### src/rtl/ins_pkg.sv
`timescale 1ns / 1ps
// ----------------------------------------------------------------------------
// ins_pkg: shared types and constants of the integer nearest scaler
// Field widths, register indexes, clamp limits and the control and status
// structs passed between the sequencer and the address unit.
// ----------------------------------------------------------------------------
package ins_pkg;

  localparam int unsigned MaxScale      = 4;
  localparam int unsigned MaxLinePixels = 2048;
  localparam int unsigned DefWidth      = 320;
  localparam int unsigned DefHeight     = 224;
  localparam int unsigned MaxSrc        = 1024;

  localparam int SrcW    = 11;
  localparam int ScaleW  = 3;
  localparam int OffXW   = 12;
  localparam int OffYW   = 11;
  localparam int PitchW  = 13;
  localparam int ScrHW   = 12;
  localparam int CntW    = 10;
  localparam int ColorW  = 32;
  localparam int AddrW   = 23;
  localparam int LineW   = 14;
  localparam int InlineW = 13;
  localparam int PaddrW  = 5;
  localparam int PdataW  = 32;
  localparam int RegIdxW = 3;

  localparam logic [RegIdxW-1:0] RegSrcWidth  = 3'd0;
  localparam logic [RegIdxW-1:0] RegSrcHeight = 3'd1;
  localparam logic [RegIdxW-1:0] RegScaleX    = 3'd2;
  localparam logic [RegIdxW-1:0] RegScaleY    = 3'd3;
  localparam logic [RegIdxW-1:0] RegOffsetX   = 3'd4;
  localparam logic [RegIdxW-1:0] RegOffsetY   = 3'd5;
  localparam logic [RegIdxW-1:0] RegPitch     = 3'd6;
  localparam logic [RegIdxW-1:0] RegScrHeight = 3'd7;

  // Effective settings after the zero-size default and the clamps.
  typedef struct packed {
    logic [SrcW-1:0]   width;
    logic [SrcW-1:0]   height;
    logic [ScaleW-1:0] sxf;
    logic [ScaleW-1:0] syf;
    logic [OffXW-1:0]  off_x;
    logic [OffYW-1:0]  off_y;
    logic [PitchW-1:0] pitch;
    logic [ScrHW-1:0]  scr_h;
  } cfg_t;

  typedef struct packed {
    logic load;
    logic mul;
    logic step_x;
    logic step_y;
  } agu_ctrl_t;

  typedef struct packed {
    logic line_ok;
    logic line_next_ok;
    logic inline_ok;
    logic inline_next_ok;
  } agu_stat_t;

endpackage

### src/rtl/ins_if.sv
`timescale 1ns / 1ps
// ----------------------------------------------------------------------------
// ins_if: stream interfaces of the integer nearest scaler
// pix_if carries source pixels, wr_if carries framebuffer writes.
// ----------------------------------------------------------------------------
interface pix_if;
  import ins_pkg::*;

  logic              valid;
  logic              ready;
  logic [ColorW-1:0] pixel_color;

  modport source (output valid, output pixel_color, input ready);
  modport sink   (input valid, input pixel_color, output ready);
endinterface

interface wr_if;
  import ins_pkg::*;

  logic              valid;
  logic              ready;
  logic [AddrW-1:0]  dest_address;
  logic [ColorW-1:0] dest_color;
  logic              last_write;

  modport source (output valid, output dest_address, output dest_color,
                  output last_write, input ready);
  modport sink   (input valid, input dest_address, input dest_color,
                  input last_write, output ready);
endinterface

### src/rtl/ins_cfg.sv
`timescale 1ns / 1ps
// ----------------------------------------------------------------------------
// ins_cfg: configuration registers
// APB register file with read-back, plus the decoded effective settings.
// ----------------------------------------------------------------------------
module ins_cfg (
  input  logic                       clk_i,
  input  logic                       rst_ni,
  input  logic                       psel,
  input  logic                       penable,
  input  logic                       pwrite,
  input  logic [ins_pkg::PaddrW-1:0] paddr,
  input  logic [ins_pkg::PdataW-1:0] pwdata,
  output logic [ins_pkg::PdataW-1:0] prdata,
  output logic                       pready,
  output ins_pkg::cfg_t              cfg_o
);
  import ins_pkg::*;

  logic [SrcW-1:0]    src_w_q, src_h_q;
  logic [ScaleW-1:0]  scl_x_q, scl_y_q;
  logic [OffXW-1:0]   off_x_q;
  logic [OffYW-1:0]   off_y_q;
  logic [PitchW-1:0]  pitch_q;
  logic [ScrHW-1:0]   scr_h_q;
  logic               wr_en;
  logic [RegIdxW-1:0] idx;
  logic [SrcW-1:0]    w_raw, h_raw;

  assign pready = 1'b1;
  assign wr_en  = psel && penable && pwrite;
  assign idx    = paddr[PaddrW-1:2];

  always_ff @(posedge clk_i or negedge rst_ni) begin
    if (!rst_ni) begin
      src_w_q <= SrcW'(DefWidth);
      src_h_q <= SrcW'(DefHeight);
      scl_x_q <= ScaleW'(1);
      scl_y_q <= ScaleW'(1);
      off_x_q <= '0;
      off_y_q <= '0;
      pitch_q <= PitchW'(1024);
      scr_h_q <= ScrHW'(768);
    end else if (wr_en) begin
      case (idx)
        RegSrcWidth:  src_w_q <= pwdata[SrcW-1:0];
        RegSrcHeight: src_h_q <= pwdata[SrcW-1:0];
        RegScaleX:    scl_x_q <= pwdata[ScaleW-1:0];
        RegScaleY:    scl_y_q <= pwdata[ScaleW-1:0];
        RegOffsetX:   off_x_q <= pwdata[OffXW-1:0];
        RegOffsetY:   off_y_q <= pwdata[OffYW-1:0];
        RegPitch:     pitch_q <= pwdata[PitchW-1:0];
        RegScrHeight: scr_h_q <= pwdata[ScrHW-1:0];
        default: ;
      endcase
    end
  end

  always_comb begin
    case (idx)
      RegSrcWidth:  prdata = PdataW'(src_w_q);
      RegSrcHeight: prdata = PdataW'(src_h_q);
      RegScaleX:    prdata = PdataW'(scl_x_q);
      RegScaleY:    prdata = PdataW'(scl_y_q);
      RegOffsetX:   prdata = PdataW'(off_x_q);
      RegOffsetY:   prdata = PdataW'(off_y_q);
      RegPitch:     prdata = PdataW'(pitch_q);
      RegScrHeight: prdata = PdataW'(scr_h_q);
      default:      prdata = '0;
    endcase
  end

  function automatic logic [ScaleW-1:0] clamp_scale(input logic [ScaleW-1:0] s);
    logic [ScaleW-1:0] r;
    if (s == '0) r = ScaleW'(1);
    else if (32'(s) > MaxScale) r = ScaleW'(MaxScale);
    else r = s;
    return r;
  endfunction

  // Zero in either dimension selects the default frame for both.
  always_comb begin
    if (src_w_q == '0 || src_h_q == '0) begin
      w_raw = SrcW'(DefWidth);
      h_raw = SrcW'(DefHeight);
    end else begin
      w_raw = src_w_q;
      h_raw = src_h_q;
    end
    cfg_o.width  = (32'(w_raw) > MaxSrc) ? SrcW'(MaxSrc) : w_raw;
    cfg_o.height = (32'(h_raw) > MaxSrc) ? SrcW'(MaxSrc) : h_raw;
    cfg_o.sxf    = clamp_scale(scl_x_q);
    cfg_o.syf    = clamp_scale(scl_y_q);
    cfg_o.off_x  = off_x_q;
    cfg_o.off_y  = off_y_q;
    cfg_o.pitch  = pitch_q;
    cfg_o.scr_h  = scr_h_q;
  end

endmodule

### src/rtl/ins_agu.sv
`timescale 1ns / 1ps
// ----------------------------------------------------------------------------
// ins_agu: address generation unit
// Holds the current destination line, its base address and the in-line
// position; its adders walk them write by write.
// ----------------------------------------------------------------------------
module ins_agu (
  input  logic                        clk_i,
  input  logic                        rst_ni,
  input  ins_pkg::cfg_t               cfg_i,
  input  ins_pkg::agu_ctrl_t          ctrl_i,
  input  logic [ins_pkg::CntW-1:0]    col_i,
  input  logic [ins_pkg::CntW-1:0]    row_i,
  output ins_pkg::agu_stat_t          stat_o,
  output logic [ins_pkg::AddrW-1:0]   addr_o
);
  import ins_pkg::*;

  logic [LineW-1:0]        line_q;
  logic [AddrW-1:0]        line_addr_q;
  logic [InlineW-1:0]      inline_q, inline_base_q;
  logic [LineW+PitchW-1:0] prod;

  assign prod = (LineW+PitchW)'(line_q) * (LineW+PitchW)'(cfg_i.pitch);

  always_ff @(posedge clk_i or negedge rst_ni) begin
    if (!rst_ni) begin
      line_q        <= '0;
      line_addr_q   <= '0;
      inline_q      <= '0;
      inline_base_q <= '0;
    end else begin
      if (ctrl_i.load) begin
        line_q        <= LineW'(cfg_i.off_y) + LineW'(row_i) * LineW'(cfg_i.syf);
        inline_q      <= InlineW'(col_i) * InlineW'(cfg_i.sxf);
        inline_base_q <= InlineW'(col_i) * InlineW'(cfg_i.sxf);
      end
      if (ctrl_i.mul) begin
        line_addr_q <= prod[AddrW-1:0];
      end
      if (ctrl_i.step_x) begin
        inline_q <= inline_q + InlineW'(1);
      end
      // Next destination line: rewind to the block's left edge.
      if (ctrl_i.step_y) begin
        line_q      <= line_q + LineW'(1);
        line_addr_q <= line_addr_q + AddrW'(cfg_i.pitch);
        inline_q    <= inline_base_q;
      end
    end
  end

  assign addr_o = line_addr_q + AddrW'(cfg_i.off_x) + AddrW'(inline_q);

  assign stat_o.line_ok        = line_q < LineW'(cfg_i.scr_h);
  assign stat_o.line_next_ok   = (LineW+1)'(line_q) + (LineW+1)'(1) <
                                 (LineW+1)'(cfg_i.scr_h);
  assign stat_o.inline_ok      = (InlineW+1)'(inline_q) < (InlineW+1)'(MaxLinePixels);
  assign stat_o.inline_next_ok = (InlineW+1)'(inline_q) + (InlineW+1)'(1) <
                                 (InlineW+1)'(MaxLinePixels);

endmodule

### src/rtl/ins_seq.sv
`timescale 1ns / 1ps
// ----------------------------------------------------------------------------
// ins_seq: pixel sequencer
// Accepts one pixel, keeps the source column and row, steps the address
// unit over the replicated block and drives the write output register.
// ----------------------------------------------------------------------------
module ins_seq (
  input  logic                       clk_i,
  input  logic                       rst_ni,
  input  ins_pkg::cfg_t              cfg_i,
  pix_if.sink                        pix_i,
  wr_if.source                       wr_o,
  output ins_pkg::agu_ctrl_t         ctrl_o,
  input  ins_pkg::agu_stat_t         stat_i,
  input  logic [ins_pkg::AddrW-1:0]  addr_i,
  output logic [ins_pkg::CntW-1:0]   col_o,
  output logic [ins_pkg::CntW-1:0]   row_o
);
  import ins_pkg::*;

  localparam logic [1:0] StIdle = 2'd0;
  localparam logic [1:0] StMul  = 2'd1;
  localparam logic [1:0] StEmit = 2'd2;

  logic [1:0]        state_q, state_d;
  logic [CntW-1:0]   col_q, col_d, row_q, row_d;
  logic [ScaleW-1:0] sx_q, sx_d, sy_q, sy_d;
  logic [ColorW-1:0] color_q;
  logic              ov_q, ov_d;
  logic [AddrW-1:0]  oaddr_q;
  logic [ColorW-1:0] ocolor_q;
  logic              olast_q;
  logic              accept, fire, end_x, last;

  assign pix_i.ready = (state_q == StIdle);
  assign accept      = pix_i.valid && pix_i.ready;
  assign fire        = (state_q == StEmit) && (!ov_q || wr_o.ready);

  assign end_x = ((ScaleW+1)'(sx_q) + (ScaleW+1)'(1) == (ScaleW+1)'(cfg_i.sxf)) ||
                 !stat_i.inline_next_ok;
  assign last  = end_x &&
                 (((ScaleW+1)'(sy_q) + (ScaleW+1)'(1) == (ScaleW+1)'(cfg_i.syf)) ||
                  !stat_i.line_next_ok);

  always_comb begin
    state_d       = state_q;
    col_d         = col_q;
    row_d         = row_q;
    sx_d          = sx_q;
    sy_d          = sy_q;
    ctrl_o        = '0;
    ov_d          = ov_q;
    if (ov_q && wr_o.ready) ov_d = 1'b0;
    case (state_q)
      StIdle: begin
        if (accept) begin
          ctrl_o.load = 1'b1;
          sx_d        = '0;
          sy_d        = '0;
          state_d     = StMul;
          // Advance the source position; wrap against the current frame size.
          if ((SrcW)'(col_q) + SrcW'(1) >= cfg_i.width) begin
            col_d = '0;
            if ((SrcW)'(row_q) + SrcW'(1) >= cfg_i.height) row_d = '0;
            else row_d = row_q + CntW'(1);
          end else begin
            col_d = col_q + CntW'(1);
          end
        end
      end
      StMul: begin
        ctrl_o.mul = 1'b1;
        // Drop the pixel when its first write is already off limits.
        state_d = (stat_i.line_ok && stat_i.inline_ok) ? StEmit : StIdle;
      end
      StEmit: begin
        if (fire) begin
          ov_d = 1'b1;
          if (last) begin
            state_d = StIdle;
          end else if (end_x) begin
            ctrl_o.step_y = 1'b1;
            sx_d          = '0;
            sy_d          = sy_q + ScaleW'(1);
          end else begin
            ctrl_o.step_x = 1'b1;
            sx_d          = sx_q + ScaleW'(1);
          end
        end
      end
      default: state_d = StIdle;
    endcase
  end

  always_ff @(posedge clk_i or negedge rst_ni) begin
    if (!rst_ni) begin
      state_q <= StIdle;
      col_q   <= '0;
      row_q   <= '0;
      sx_q    <= '0;
      sy_q    <= '0;
      ov_q    <= 1'b0;
    end else begin
      state_q <= state_d;
      col_q   <= col_d;
      row_q   <= row_d;
      sx_q    <= sx_d;
      sy_q    <= sy_d;
      ov_q    <= ov_d;
    end
  end

  always_ff @(posedge clk_i) begin
    if (accept) color_q <= pix_i.pixel_color;
    if (fire) begin
      oaddr_q  <= addr_i;
      ocolor_q <= color_q;
      olast_q  <= last;
    end
  end

  assign col_o           = col_q;
  assign row_o           = row_q;
  assign wr_o.valid      = ov_q;
  assign wr_o.dest_address = oaddr_q;
  assign wr_o.dest_color = ocolor_q;
  assign wr_o.last_write = olast_q;

endmodule

### src/rtl/integer_nearest_scaler.sv
`timescale 1ns / 1ps
// ----------------------------------------------------------------------------
// integer_nearest_scaler: nearest-neighbor integer upscaler with centering
// Source pixels in, replicated framebuffer writes out.
// ----------------------------------------------------------------------------
// Source pixels arrive in raster order on pix_i; each one becomes a block of
// up to scale_x by scale_y writes on wr_o at
// (offset_y + row*scale_y + sy)*line_pitch + offset_x + col*scale_x + sx,
// line by line within the block, with last_write marking the block's final
// beat. Destination lines at or beyond screen_height and positions past the
// line buffer width are not written; a pixel left with no writes still
// advances the column and row counters. Each pixel, of at most 16 writes,
// passes in order through taking the beat, the line-times-pitch multiply
// and the write steps, with one write per cycle from the address unit while
// the write output is not stalled. Settings are written over APB and must
// only change while no pixel is in flight.
// ----------------------------------------------------------------------------
module integer_nearest_scaler (
  input  logic                       clk_i,
  input  logic                       rst_ni,
  pix_if.sink                        pix_i,
  wr_if.source                       wr_o,
  input  logic                       psel,
  input  logic                       penable,
  input  logic                       pwrite,
  input  logic [ins_pkg::PaddrW-1:0] paddr,
  input  logic [ins_pkg::PdataW-1:0] pwdata,
  output logic [ins_pkg::PdataW-1:0] prdata,
  output logic                       pready
);
  import ins_pkg::*;

  cfg_t                cfg;
  agu_ctrl_t           agu_ctrl;
  agu_stat_t           agu_stat;
  logic [AddrW-1:0]    agu_addr;
  logic [CntW-1:0]     col, row;

  // Register file and effective settings.
  ins_cfg u_cfg (
    .clk_i   (clk_i),
    .rst_ni  (rst_ni),
    .psel    (psel),
    .penable (penable),
    .pwrite  (pwrite),
    .paddr   (paddr),
    .pwdata  (pwdata),
    .prdata  (prdata),
    .pready  (pready),
    .cfg_o   (cfg)
  );

  // Sequencer: handshakes, source position and write output register.
  ins_seq u_seq (
    .clk_i  (clk_i),
    .rst_ni (rst_ni),
    .cfg_i  (cfg),
    .pix_i  (pix_i),
    .wr_o   (wr_o),
    .ctrl_o (agu_ctrl),
    .stat_i (agu_stat),
    .addr_i (agu_addr),
    .col_o  (col),
    .row_o  (row)
  );

  // Shared address unit, stepped after each write but a block's last.
  ins_agu u_agu (
    .clk_i  (clk_i),
    .rst_ni (rst_ni),
    .cfg_i  (cfg),
    .ctrl_i (agu_ctrl),
    .col_i  (col),
    .row_i  (row),
    .stat_o (agu_stat),
    .addr_o (agu_addr)
  );

endmodule

### src/flat_wrapper.sv
// flat-port wrapper written by rule: the top's interface ports become plain ports
module integer_nearest_scaler_flat import ins_pkg::*;
  (clk_i, rst_ni, psel, penable, pwrite, paddr, pwdata, prdata, pready, pix_i_valid, pix_i_pixel_color, pix_i_ready, wr_o_valid, wr_o_dest_address, wr_o_dest_color, wr_o_last_write, wr_o_ready);
  pix_if pix_i_i ();
  wr_if wr_o_i ();
  input  logic clk_i;
  input  logic rst_ni;
  input  logic psel;
  input  logic penable;
  input  logic pwrite;
  input  logic [ins_pkg::PaddrW-1:0] paddr;
  input  logic [ins_pkg::PdataW-1:0] pwdata;
  output logic [ins_pkg::PdataW-1:0] prdata;
  output logic pready;
  input wire logic [$bits(pix_i_i.valid)-1:0] pix_i_valid;
  input wire logic [$bits(pix_i_i.pixel_color)-1:0] pix_i_pixel_color;
  output wire logic [$bits(pix_i_i.ready)-1:0] pix_i_ready;
  output wire logic [$bits(wr_o_i.valid)-1:0] wr_o_valid;
  output wire logic [$bits(wr_o_i.dest_address)-1:0] wr_o_dest_address;
  output wire logic [$bits(wr_o_i.dest_color)-1:0] wr_o_dest_color;
  output wire logic [$bits(wr_o_i.last_write)-1:0] wr_o_last_write;
  input wire logic [$bits(wr_o_i.ready)-1:0] wr_o_ready;
  assign pix_i_i.valid = pix_i_valid;
  assign pix_i_i.pixel_color = pix_i_pixel_color;
  assign pix_i_ready = pix_i_i.ready;
  assign wr_o_valid = wr_o_i.valid;
  assign wr_o_dest_address = wr_o_i.dest_address;
  assign wr_o_dest_color = wr_o_i.dest_color;
  assign wr_o_last_write = wr_o_i.last_write;
  assign wr_o_i.ready = wr_o_ready;
  integer_nearest_scaler u_core (.clk_i(clk_i), .rst_ni(rst_ni), .pix_i(pix_i_i), .wr_o(wr_o_i), .psel(psel), .penable(penable), .pwrite(pwrite), .paddr(paddr), .pwdata(pwdata), .prdata(prdata), .pready(pready));
endmodule
### config.mk
export PLATFORM = sky130hd
export DESIGN_NAME = integer_nearest_scaler_flat
export DESIGN_NICKNAME = d
export VERILOG_FILES = /design/src/rtl/ins_pkg.sv /design/src/rtl/ins_if.sv /design/src/rtl/ins_cfg.sv /design/src/rtl/ins_agu.sv /design/src/rtl/ins_seq.sv /design/src/rtl/integer_nearest_scaler.sv /design/src/flat_wrapper.sv
export SDC_FILE = /design/constraint.sdc
export NUM_CORES = 1
export LEC_CHECK = 0
export BUFFER_PORTS_ARGS = -buffer_cell sky130_fd_sc_hd__buf_2
export CORE_MARGIN = 2
export CORE_UTILIZATION = 68
export CTS_BUF_LIST = sky130_fd_sc_hd__clkbuf_2
export CTS_CLUSTER_DIAMETER = 40
export DETAILED_ROUTE_END_ITERATION = 6
export GPL_TIMING_DRIVEN = 0
export PLACE_DENSITY = 0.89
export SYNTH_ARGS = -nofsm -noshare
export SYNTH_HDL_FRONTEND = slang
export SYNTH_HIERARCHICAL = 1
export SYNTH_SLANG_ARGS = --single-unit
### constraint.sdc
create_clock -name clk_i -period 10.66 [get_ports clk_i]
set_input_delay 1.599 -clock clk_i [delete_from_list [all_inputs] [get_ports clk_i]]
set_output_delay 1.599 -clock clk_i [all_outputs]
set_load 0.05 [all_outputs]
# Yosys cells after proc, flatten, opt, wreduce, memory -nomap -nowiden
# Index checks and enable logic that the tools add are counted.
# totals
reg_bits,256
output_inout_bits,91
# classes
n_lt_le_gt_ge,10
add_sub_neg,16
n_reduce_logical,37
n_mul,3
eq_ne,16
mux,43
# ops
cell,n
32-bit case mux with 8 select lines,1
23-bit by 13-bit adder with 23-bit output,2
23-bit 2-to-1 mux,2
11-bit 2-to-1 mux,4
13-bit 2-to-1 mux,3
3-bit 2-to-1 mux,11
14-bit 2-to-1 mux,2
10-bit by 3-bit multiplier with 13-bit output,2
23-bit by 12-bit adder with 23-bit output,1
14-bit by 13-bit multiplier with 23-bit output,1
"10-bit by 1-bit adder with 11-bit output, second input constant",2
11-bit >= comparator,2
"11-bit > comparator, second input constant",2
11-bit zero test,2
"10-bit by 1-bit adder with 10-bit output, second input constant",2
10-bit 2-to-1 mux,2
2-bit AND reduction,9
"14-bit by 1-bit adder with 15-bit output, second input constant",1
15-bit by 12-bit < comparator with 1-bit output,1
11-bit by 13-bit adder with 14-bit output,1
"13-bit by 1-bit adder with 14-bit output, second input constant",1
"14-bit by 1-bit adder with 14-bit output, second input constant",1
14-bit by 12-bit < comparator with 1-bit output,1
"14-bit by 12-bit < comparator with 1-bit output, second input constant",1
other kinds (27),68

# Logic depth before layout (Yosys ltp)
# Gate-level depths: netlist (run 1).
# depth
word_depth,11
mapped_depth,23
depth_no_buf,21

# Modules after synthesis
# Netlist (run 1), hierarchy kept.
# modules_own_cells
mod,seq_area_each_um2,cells_per_inst,area_each_um2,instances
ins_agu,1576.5,1551,13062.5,1
ins_seq,3368.2,348,4921.0,1
ins_cfg,1914.3,332,4005.1,1

# Least setup slack after synthesis (run 1)
# OpenSTA, ideal clock, no wires.
# synth_path
path_kind,register -> register
start,register u_core.u_agu.line_q[4]
end,register u_core.u_agu.line_addr_q[22]
synth_period_minus_slack_ns,5.334
t_arrival_ns,5.265
t_required_ns,10.591
n_path_buf,2
path_slack_ns,5.326
stages_incl_launch_ff,20
cell_sequence,dfrtp_1 -> clkbuf_1 -> clkbuf_1 -> nand2_1 -> fa_1 -> inv_1 -> fa_1 -> fa_1 -> fa_1 -> inv_1 -> fa_1 -> inv_1 -> ha_1 -> a21oi_1 -> or3b_1 -> nand4_1 -> a31oi_1 -> a31oi_2 -> or4_1 -> nand3_1
# synth_between
elab_chain_cells,9
word_cells_on_any_way,12
cone_classes,1 x add/sub; 1 x mul; 1 x order compare; 5 x mux; 4 x reduce/logical
# synth_rtl
item,line,source
from (decl),ins_agu.sv:19,logic [LineW-1:0] line_q;
from (signal assigned),ins_agu.sv:34,line_q <= LineW'(cfg_i.off_y) + LineW'(row_i) * LineW'(cfg_i.syf);
from (signal assigned),ins_agu.sv:46,line_q <= line_q + LineW'(1);
14-bit by 1-bit adder with 15-bit output,ins_agu.sv:56,assign stat_o.line_next_ok = (LineW+1)'(line_q) + (LineW+1)'(1) <
15-bit by 12-bit < comparator with 1-bit output,ins_agu.sv:56,
1-bit zero test,ins_seq.sv:43,!stat_i.line_next_ok);
1-bit logical OR,ins_seq.sv:42,(((ScaleW+1)'(sy_q) + (ScaleW+1)'(1) == (ScaleW+1)'(cfg_i.syf)) ||
1-bit logical AND,ins_seq.sv:41,assign last = end_x &&
2-bit 2-to-1 mux,ins_seq.sv:79,if (last) begin
2-bit 2-to-1 mux,ins_seq.sv:77,if (fire) begin
2-bit 2-to-1 mux,ins_seq.sv:54,case (state_q)
23-bit 2-to-1 mux or 2-bit nonzero test (tied branches),-,
to (signal assigned),ins_agu.sv:39,line_addr_q <= prod[AddrW-1:0];
to (signal assigned),ins_agu.sv:47,line_addr_q <= line_addr_q + AddrW'(cfg_i.pitch);
to (decl),ins_agu.sv:20,logic [AddrW-1:0] line_addr_q;
# Parallel ways exist; a longest one is shown, timed or not. The select of a mux whose other input is x is not followed.
# A chain may end at the register's enable or synchronous reset.

==> results of run 1 <==
-- cell type report --
| cell class | instances | share of cell area (%) |
|---|---|---|
| multi-input combinational | 1577 | 56.4 |
| sequential | 256 | 28.6 |
| inverter | 299 | 4.68 |
| timing repair buffer | 128 | 2.93 |
| buffer | 117 | 2.29 |
| clock buffer | 101 | 2.11 |
| tap | 402 | 2.10 |
| clock inverter | 29 | 0.799 |
| antenna | 1 | 0.0104 |
-- how the worst max path moves through the flow --
stage                                    to  depth (start not counted)
2_1_floorplan  u_core/u_agu/line_addr_q[22]                         19
3_3_place_gp         u_core/u_agu/line_q[7]                         21
3_5_place_dp   u_core/u_agu/line_addr_q[21]                         19
6_report             u_core/u_agu/line_q[7]                         21
4_1_cts        u_core/u_agu/line_addr_q[21]                         19
5_1_grt              u_core/u_agu/line_q[7]                         21
-- through the flow --
| stage | worst slack, ns | instances | util [%] |
|---|---|---|---|
| 2_1_floorplan | 5.33 | 2249 | - |
| 3_3_place_gp | 4.56 | 2776 | 73.1 |
| 3_5_place_dp | 4.52 | 2779 | 73.3 |
| 4_1_cts | 4.48 | 2909 | 75.5 |
| 5_1_grt | 4.03 | 2910 | 75.6 |
| 6_report | 4.29 | 2910 | 75.6 |
-- routing by layer --
metal	global-route usage (%)	share of wire, %
met1	44.6	37
met2	59.2	48
met3	8.93	10
met4	17.9	5.3
met5	0	0
-- sequential cells by signal, summed over array words and instances, names as in the netlist, 2 cells and up --
name and count:
u_core/u_agu/inline_base_q 13, u_core/u_agu/inline_q 13, u_core/u_cfg/scl_x_q 3, u_core/u_cfg/off_y_q 11, u_core/u_seq/sy_q 3, u_core/u_agu/line_q 14
u_core/u_cfg/scl_y_q 3, u_core/u_cfg/scr_h_q 12, u_core/u_cfg/src_h_q 11, u_core/u_seq/row_o 10, u_core/u_cfg/off_x_q 12, u_core/u_agu/line_addr_q 23
u_core/u_cfg/src_w_q 11, u_core/u_seq/wr_o.dest_color 32, u_core/u_seq/wr_o.dest_address 23, u_core/u_seq/color_q 32, u_core/u_seq/sx_q 3, u_core/u_seq/state_q 2
u_core/u_cfg/pitch_q 13, u_core/u_seq/col_o 10
-- synth_stat cells, types with 9 or more instances --
library cell | number | area, um2
dfrtp_1 | 158 | 3950
nand2_1 | 233 | 875
ha_1 | 160 | 2000
o21a_1 | 18 | 135
inv_1 | 297 | 1110
edfxtp_1 | 88 | 2640
o22ai_1 | 10 | 62.6
xnor2_1 | 71 | 622
nand3_1 | 37 | 185
a21o_1 | 29 | 218
a31oi_1 | 11 | 68.8
nor3_1 | 21 | 105
nor2_1 | 97 | 364
and2_1 | 111 | 694
fa_1 | 168 | 3360
mux2i_1 | 20 | 200
o211ai_1 | 12 | 90.1
buf_4 | 23 | 173
a211oi_1 | 14 | 105
nand2b_1 | 17 | 106
and3_1 | 18 | 113
o21ai_1 | 13 | 65.1
nand4_1 | 10 | 62.6
a21oi_1 | 90 | 450
clkbuf_1 | 71 | 267
dfstp_2 | 10 | 263
buf_2 | 18 | 90.1
o21ai_0 | 63 | 315
or3_1 | 9 | 56.3
mux2_2 | 94 | 1060
xor2_1 | 35 | 307
nor2b_1 | 38 | 238
-- cell families (layout without fill, tap and decap cells) --
| logic type | count (synthesis) | count (layout) | synth area share [%] |
|---|---|---|---|
| and+or+nand+nor | 641 | 641 | 14.7 |
| buffers and inverters | 416 | 674 | 7.60 |
| AOI/OAI and AO/OA | 360 | 360 | 11.3 |
| adders and majority gates | 328 | 328 | 24.4 |
| DFF | 256 | 256 | 31.2 |
| muxes | 122 | 122 | 6.56 |
| xor gates and xnor gates | 106 | 106 | 4.22 |
| other | 2 | 21 | 0.0342 |
-- placed cells by master (no fill, tap or decap), drive strengths merged, types with 8 or more instances in the layout --
cell      n
a22oi     9
and2    113
o22ai    10
and3     21
nor2    100
buf     174
xor2     35
dfstp    10
nand2   234
a31oi    14
or3      10
ha      160
nand4    11
clkinv   26
mux2     94
a211oi   17
conb     20
o211ai   13
edfxtp   88
nor2b    39
mux2i    20
fa      168
a22o      8
inv     298
clkbuf  172
nor4      9
nand3    39
o21a     18
mux4      8
nand2b   18
nor3     23
o21ai    77
xnor2    71
a21oi    92
a21o     30
dfrtp   158
o31ai    12
-- power by group --
group	leakage, nW	switching, W	internal [W]	total (W)
Combinational	7.96	0.00346	0.00224	0.00570
Clock	0.509	0.000431	0.000310	0.000742
Sequential	2.93	0.000279	0.00132	0.00160
==> summary.md, run 1 <==
| Metric | Value |
|---|---|
| Status | `finished with violations` |
| Failing checks | `DRC` |
| CTS Hold Bufs | `0` |
| Clock root buffer | `clkbuf_2` |
| Area of the multi-input gates | `0.0135 mm2` |
| Number of global-route vias before repair | `18508` |
| Synthesized area | `0.0220 mm2` |
| Setup slack, reg-to-reg | `4.29 ns` |
| Worst reg-to-reg path cell count | `21` |
| Gr ovfl total | `0` |
| Number of synthesized register bits | `256` |
| Tmin final | `~6.4 ns` |
| RSZ-0062 raised after global routing | `no` |
| Total power | `~0.008 W` |
| Most frequent CP cell | `clkbuf_1` |
| Post-route cell area | `0.0240 mm2` |
| Nets@finish | `2853` |
| Final Hold Vio Count | `0` |
| Post-synth ARST share | `65.6%` |
| EDFF count, synth | `88` |
| Row count | `between 60 and 70` |
| Critical Path End Type | `register` |
| Critical Path Max Stage Delay | `0.74 ns` |
| Post-Route WL | `58900 um` |
| WHS Path Cells | `0` |
| Placed Area | `around 0.023 mm2` |
| Worst r2r dst | `u_core/u_agu/line_q[7]` |
| Slew Limit Headroom | `14.1%` |
| Setup TNS | `0 ns` |
| Final Max Tran Viols | `0` |
| Crit-path cells | `clkbuf_1, and4_1, nand2_1, nor2_1, nand2_1, xnor2_1, ha_1, a21oi_1, nor2b_1, o21ai_0, nand2_1, nor3_1, o31ai_2, nand2b_2, or2_4, inv_2, buf_2, clkbuf_1, clkbuf_1, clkbuf_1, o21ai_0` |
| Maxcap violations | `0` |
| PwrDens | `335 mW/mm2` |
| DRC | `1` |
| Launch point of the worst path | `u_core/u_agu/line_q[0]` |
| Clock buffer depth | `3` |
| Distinct cells, synth | `about 110` |
| Clock slew at reported path FFs | `approximately 0.090 ns` |
| Dominant synthesized flop cell | `dfrtp_1` |
| Setup violators final | `0` |
| Reg-to-reg startpoint | `u_core/u_agu/line_q[0]` |
| Clock Latency Late Sink | `0.88 ns` |
| Area Growth Syn to Fin | `8.98%` |
| DR WL/cell | `20.2 um` |
| Layout cell share with drive strength beyond 1 | `17.8%` |
| Initial Util | `69.3%` |
| CP Class | `register to register` |
| CTS Buf Count | `70` |
| Core footprint | `0.0317 mm2` |
| Drt initial violations | `~1500` |
| Fmax | `157 MHz` |
| Hold_sp | `u_core/u_seq/color_q[7]` |
| DRT Pass-1 Iters | `7` |
| I/O pin total | `between 150 and 200` |
| GP Congestion | `0.970` |
| Routed Antenna Nets | `0` |
| First-pass GRT wire length | `94500 um` |
| Buf/Inv on CP | `6` |
| H-tree depth | `3` |
| Slew of the pin with the lowest slew margin | `1.28 ns` |
| Mapped Cells | `2231` |
| CP delay by family, top | `buffers and inverters` |
| Syn Area/Cell | `about 10 um2` |
| Die height | `184 um` |
| CTS tree | `yes` |
| GRT Total Usage | `36.0%` |
| Die width | `roughly 180 um` |
| Sequential element share of the synthesized area | `31.2%` |
| Hpwl dp | `45700 um` |
| Largest fanout on the critical path | `10` |
| Vias | `about 18000` |
| Worst Skew | `0.0753 ns` |
| Startpoint Class | `register` |
| Post CTS Setup Buffer Count | `0` |
| Largest net degree at the start of global routing | `118` |
| CP Data Arrival Time | `7.06 ns` |
| Clk sinks | `256` |
| Final Cycle Share | `59.7%` |
| Leakage | `roughly 11 nW` |
| Antenna violations before repair | `2` |
| WHS | `between 0.4 and 0.5 ns` |
| PortBufs | `125` |
| Die area | `around 0.034 mm2` |
| Filler cells | `roughly 2100` |
| Register Area | `around 0.0069 mm2` |
| Synth warn | `6` |
| Worst IR Drop VDD | `roughly 330 uV` |
| Critical-path top delay cell | `clkbuf_1` |
| WP data required | `11.35 ns` |
| Resized Gates After CTS | `0` |
| Sink of the worst hold path | `u_core/u_seq/wr_o.dest_color[7]` |
| Vias per cell | `6.12` |
| Hold Crit Class | `register to register` |
(Power assumes the default switching activity.)
==> run 2: changes to the inputs <==
- CORE_UTILIZATION: 68 -> 57
- PLACE_DENSITY: 0.89 -> 0.79
- clock period: 10.66 -> 5.45 ns (I/O delays scaled with it)
==> run 2 against run 1 <==
  * The run now ends clean
  * Critical path depth shrank 3
  * Wire length fell by 0.32%
  * Via count down 1.5%
  * First-iteration DRC count down 6.9%
  * Core utilization down 10 points
  * Critical path type unchanged
  * Largest cell class unchanged
==> summary.md, run 2 (same netlist as run 1, synthesis figures left out) <==
| Metric | Value |
|---|---|
| Status | `complete, no violations` |
| Critical Path Max Stage Delay | `0.56 ns` |
| DR WL/cell | `19.3 um` |
| Worst reg-to-reg path cell count | `18` |
| Number of global-route vias before repair | `17739` |
| Clk sinks | `256` |
| Crit-path cells | `buf_4, clkbuf_8, and2_1, fa_1, fa_1, fa_1, fa_1, inv_1, fa_1, inv_1, ha_2, nand2_4, or3b_4, nand4_1, a31oi_2, a31oi_2, or4_1, nand3_1` |
| Setup violators final | `0` |
| Slew Limit Headroom | `12.8%` |
| Area of the multi-input gates | `0.0137 mm2` |
| CP endpoint | `u_core/u_agu/line_addr_q[22]` |
| CTS Buf Count | `67` |
| Vias | `17546` |
| Tmin final | `approximately 5.3 ns` |
| Clock buffer depth | `3` |
| Layout cell share with drive strength beyond 1 | `22.3%` |
| Area Growth Syn to Fin | `12.3%` |
| Reg-to-reg startpoint | `u_core/u_agu/line_q[3]` |
| Worst Skew | `approximately 0.061 ns` |
| DRC | `0` |
| Die width | `200 um` |
| Row count | `slightly above 70` |
| CP Data Arrival Time | `roughly 6 ns` |
| CP Class | `register to register` |
| Drt initial violations | `1429` |
| Hold Crit Class | `input pin to register` |
| Post-place setup slack | `-0.563 ns` |
| Register Area | `0.00688 mm2` |
| GRT Total Usage | `28.9%` |
| PortBufs | `between 100 and 150` |
| I/O pin total | `~170` |
| Final Cycle Share | `a little over nine tenths` |
| WP data required | `6.26 ns` |
| GP Congestion | `1.03` |
| Maxcap violations | `0` |
| RSZ-0062 raised after global routing | `yes` |
| Most common cell after layout, fill and taps aside | `inv_1` |
| Final Worst Setup Slack | `0.139 ns` |
| Die area | `0.0402 mm2` |
| Antenna violations before repair | `3` |
| Clock Latency Late Sink | `just under 0.9 ns` |
| First-pass GRT wire length | `92500 um` |
| Die height | `around 200 um` |
| Launch point of the worst path | `u_core/u_agu/line_q[3]` |
| Clock slew at reported path FFs | `~0.12 ns` |
| Hpwl dp | `44600 um` |
| CTS tree | `yes` |
| Routed Antenna Nets | `0` |
| DRT Pass-1 Iters | `6` |
| Fmax | `188 MHz` |
| Largest net degree at the start of global routing | `approximately 100` |
| Largest fanout on the critical path | `10` |
| Most frequent CP cell | `fa_1` |
| Setup slack, reg-to-reg | `around 0.14 ns` |
| Final Hold Vio Count | `0` |
| Filler cells | `3077` |
| Core footprint | `0.0378 mm2` |
| H-tree depth | `3` |
| Gr ovfl total | `0` |
| Worst r2r dst | `u_core/u_agu/line_addr_q[22]` |
| Vias per cell | `just under 6` |
| Critical Path End Type | `register` |
| Setup TNS | `0 ns` |
| Most frequent cells in the layout | `296 x inv_1, 233 x nand2_1, 166 x fa_1` |
| Post-Route WL | `around 59000 um` |
| Startpoint Class | `register` |
| Clock root buffer | `clkbuf_2` |
| Nets@finish | `2878` |
| Slew of the pin with the lowest slew margin | `around 1.3 ns` |
| Final Max Tran Viols | `0` |
| Initial Util | `58.1%` |
| Critical-path top delay cell | `fa_1` |
## run 2: cell types whose count changed in the layout (fill, tap and decap cells not counted), sizes merged
cell	before	now
buf	174	211
clkinv	26	8
diode	1	4
clkinvlp	2	3
dlygate4sd3	0	1
inv	298	299
## run 2: how the worst min path moves through the flow
| stage | start | to | slack [ns] | cells past startpoint |
|---|---|---|---|---|
| 3_3_place_gp | u_core/u_seq/color_q[27] | u_core/u_seq/wr_o.dest_color[27] | 0.40 | 0 |
| 4_1_cts | pix_i_pixel_color[3] | u_core/u_seq/color_q[3] | 0.03 | 1 |
| 3_5_place_dp | u_core/u_seq/color_q[0] | u_core/u_seq/wr_o.dest_color[0] | 0.40 | 0 |
| 2_1_floorplan | u_core/u_seq/color_q[0] | u_core/u_seq/wr_o.dest_color[0] | 0.40 | 0 |
| 6_report | pix_i_pixel_color[20] | u_core/u_seq/color_q[20] | 0.12 | 1 |
| 5_1_grt | pix_i_pixel_color[18] | u_core/u_seq/color_q[18] | 0.02 | 1 |
## run 2: worst max-delay path, delay by kind of cell (launching register included)
kind | cells | cell delay (ns)
AOI/OAI and AO/OA | 2 | 0.35
adders and majority gates | 6 | 2.95
DFF | 1 | 0.41
and+or+nand+nor | 6 | 1.07
buffers and inverters | 4 | 0.46
## run 2: metrics by stage
stage	cells	hold WS, ns	area (um2)	utilization (%)
2_1_floorplan	2249	0.400	22100	-
3_3_place_gp	2885	0.400	23300	61.6
3_5_place_dp	2888	0.405	23400	61.8
4_1_cts	3012	0.0328	24300	64.2
5_1_grt	3041	0.0180	24700	65.2
6_report	3044	0.118	24700	65.3
## run 2: layout make-up
cell class / count / share of cell area [%]
Inverter: 299 / 4.56
Antenna cell: 4 / 0.0405
Clock inverter: 13 / 0.517
Tap cell: 511 / 2.59
Sequential cell: 256 / 27.9
Buffer: 108 / 2.62
Timing Repair Buffer: 165 / 3.98
Clock buffer: 111 / 2.25
Multi-Input combinational cell: 1577 / 55.6
## run 2: what timing repair did
action                                  4_1_cts  5_1_grt
pin swaps                                     7       22
endpoints found under the setup margin       39       28
hold buffers                                  1        0
setup buffers                                 8       28
gates resized for setup                      69       56
hold endpoints to repair                     60        0
## run 2: layer usage
metal,GRT usage (%),vias up,part of all wire [%]
li1,-,7965,-
met1,37.5,8616,40
met2,47.2,817,47
met3,7.01,146,8.9
met4,11.1,2,3.2
met5,0,-,0.031
Power of run 2 is left out: the tool's default activity adds up to more than one toggle a clock period on the data nets, which glitch-free logic cannot reach.
==> run 3: changes to the inputs <==
- CTS_BUF_LIST: sky130_fd_sc_hd__clkbuf_2 -> sky130_fd_sc_hd__clkbuf_4 sky130_fd_sc_hd__clkbuf_8
==> run 3 against run 2 <==
  * Critical path depth did not move
  * Cell count fell by 1.8%
  * Sequential share of layout area fell by 0.20 points
  * Setup slack got worse by 0.081 ns
  * Fmax fell by 1.5%
  * Non-clock buffer count fell by 9
  * Highest routed layer is now met4
  * Global-route usage fell by 0.14 points
  * Sequential cell count did not move
==> summary.md, run 3 (same netlist as run 1, synthesis figures left out) <==
| Metric | Value |
|---|---|
| Crit-path cells | `buf_2, and2_1, fa_1, inv_1, fa_1, inv_1, fa_1, fa_1, inv_1, fa_1, inv_1, ha_2, o2111ai_2, and3_4, o31ai_1, a21oi_1, xor2_1, a211oi_2` |
| Status | `complete, no violations` |
| DRT Pass-1 Iters | `5` |
| Worst Skew | `0.0280 ns` |
| CTS Hold Bufs | `0` |
| Hpwl dp | `~45000 um` |
| CTS tree | `yes` |
| Hold Crit Class | `input pin to asynchronous set/reset pin` |
| Clock root buffer | `clkbuf_8` |
| Area Growth Syn to Fin | `13.2%` |
| Wire length on met2 | `about 27000 um` |
| Drt initial violations | `1515` |
| Number of global-route vias before repair | `17428` |
| Largest fanout on the critical path | `10` |
| Most common cell after layout, fill and taps aside | `inv_1` |
| Nets@finish | `2847` |
| Critical path depth | `18` |
| DRC | `0` |
| Clock slew at reported path FFs | `0.07 ns` |
| Buf/Inv on CP | `5` |
| Vias | `17303` |
| Vias per cell | `5.79` |
| CP Class | `register to register` |
| Startpoint Class | `register` |
| Die area | `between 0.04 and 0.05 mm2` |
| Tmin final | `5.39 ns` |
| Setup violators final | `0` |
| Ant diodes | `0` |
| Slew Limit Headroom | `18.0%` |
| Worst reg-to-reg path cell count | `18` |
| DR WL/cell | `19.4 um` |
| Final Cycle Share | `between 90 and 100%` |
| Row count | `71` |
| Critical Path End Type | `register` |
| CP delay by family, top | `adder cells` |
| Post-route cell area | `0.0249 mm2` |
| Fmax | `around 190 MHz` |
| CP Data Arrival Time | `5.89 ns` |
| Initial Util | `about three fifths` |
| Final Hold Vio Count | `0` |
| Layout cell share with drive strength beyond 1 | `20.7%` |
| Maxcap violations | `0` |
| Clk sinks | `between 200 and 300` |
| I/O pin total | `167` |
| Final Max Tran Viols | `0` |
| Die width | `200 um` |
| Antenna violations before repair | `0` |
| Critical-path top delay cell | `fa_1` |
| PortBufs | `125` |
| First-pass GRT wire length | `92100 um` |
| Placed Area | `0.0234 mm2` |
| Critical Path Max Stage Delay | `0.54 ns` |
| Slew of the pin with the lowest slew margin | `1.22 ns` |
| GP Congestion | `1.03` |
| Clock buffer depth | `3` |
| GRT Total Usage | `28.8%` |
| WP data required | `5.95 ns` |
| Core footprint | `0.0378 mm2` |
| H-tree depth | `2` |
| Gr ovfl total | `0` |
| Max Used Layer | `met4` |
| Die height | `about 200 um` |
| Most frequent cells in the layout | `296 x inv_1, 233 x nand2_1, 166 x fa_1` |
| CTS Buf Count | `45` |
| RSZ-0062 raised after global routing | `yes` |
| Largest net degree at the start of global routing | `between 100 and 150` |
| Met1 wire length | `23700 um` |
| Clock Latency Late Sink | `0.59 ns` |
| Routed Antenna Nets | `0` |
| Post-Route WL | `58100 um` |
| Routed wl met3 | `4910 um` |
| Most frequent CP cell | `fa_1` |
==> run 3: final timing paths <==
kind | to | slack, ns | startpoint
min in group clk_i | u_core/u_seq/color_q[30] | 0.41 | pix_i_pixel_color[30]
worst min register to register | u_core/u_seq/wr_o.dest_color[24] | 0.41 | u_core/u_seq/color_q[24]
worst max register to register | u_core/u_agu/line_addr_q[16] | 0.06 | u_core/u_cfg/pitch_q[3]
max in group asynchronous | u_core/u_agu/line_q[8] | 4.35 | rst_ni
worst max-delay path | u_core/u_agu/line_addr_q[16] | 0.06 | u_core/u_cfg/pitch_q[3]
worst min-delay path | u_core/u_seq/row_o[9] | 0.18 | rst_ni
==> run 3: metrics by stage <==
step	setup TNS, ns	utilization (%)	hold slack (ns)	instances	setup slack, ns
2_1_floorplan	0	-	0.400	2249	0.116
6_report	0	65.8	0.177	2988	0.0587
3_3_place_gp	-6.86	61.6	0.400	2885	-0.485
3_5_place_dp	-9.06	61.8	0.405	2888	-0.563
4_1_cts	0	64.9	0.172	2970	0.00187
5_1_grt	-0.215	65.8	0.199	2988	-0.0668
==> run 3: what timing repair did <==
| action | in CTS | in global routing |
|---|---|---|
| resized for setup | 72 | 62 |
| endpoints found under the setup margin | 40 | 35 |
| pin swaps | 7 | 16 |
| buffers inserted | 10 | 22 |
==> run 3: worst reg2reg max path, stage by stage (launching register included) <==
cell and delay [ns]:
dfrtp_2 0.46, buf_2 0.20, and2_1 0.19, fa_1 0.54, inv_1 0.06, fa_1 0.54
inv_1 0.07, fa_1 0.48, fa_1 0.49, inv_1 0.05, fa_1 0.54, inv_1 0.05
ha_2 0.36, o2111ai_2 0.16, and3_4 0.24, o31ai_1 0.31, a21oi_1 0.14, xor2_1 0.20
a211oi_2 0.23
==> run 3: final cells by class <==
cell class | count | area, um2
inverters | 299 | 1130
plain buffers | 104 | 634
flip-flops and latches | 256 | 6890
well taps | 511 | 639
clock inverters | 15 | 111
clock buffers | 66 | 802
repair buffers | 160 | 943
fillers | 3034 | 12900
multi-input cells | 1577 | 13800
==> run 3: routing by layer <==
metal  global-route usage, %  vias to the layer above
li1                        -                     7858
met1                    37.9                     8534
met2                    47.1                      756
met3                    6.06                      155
met4                    10.9                        0
met5                       0                        -
Power of run 3 is left out for the same reason.
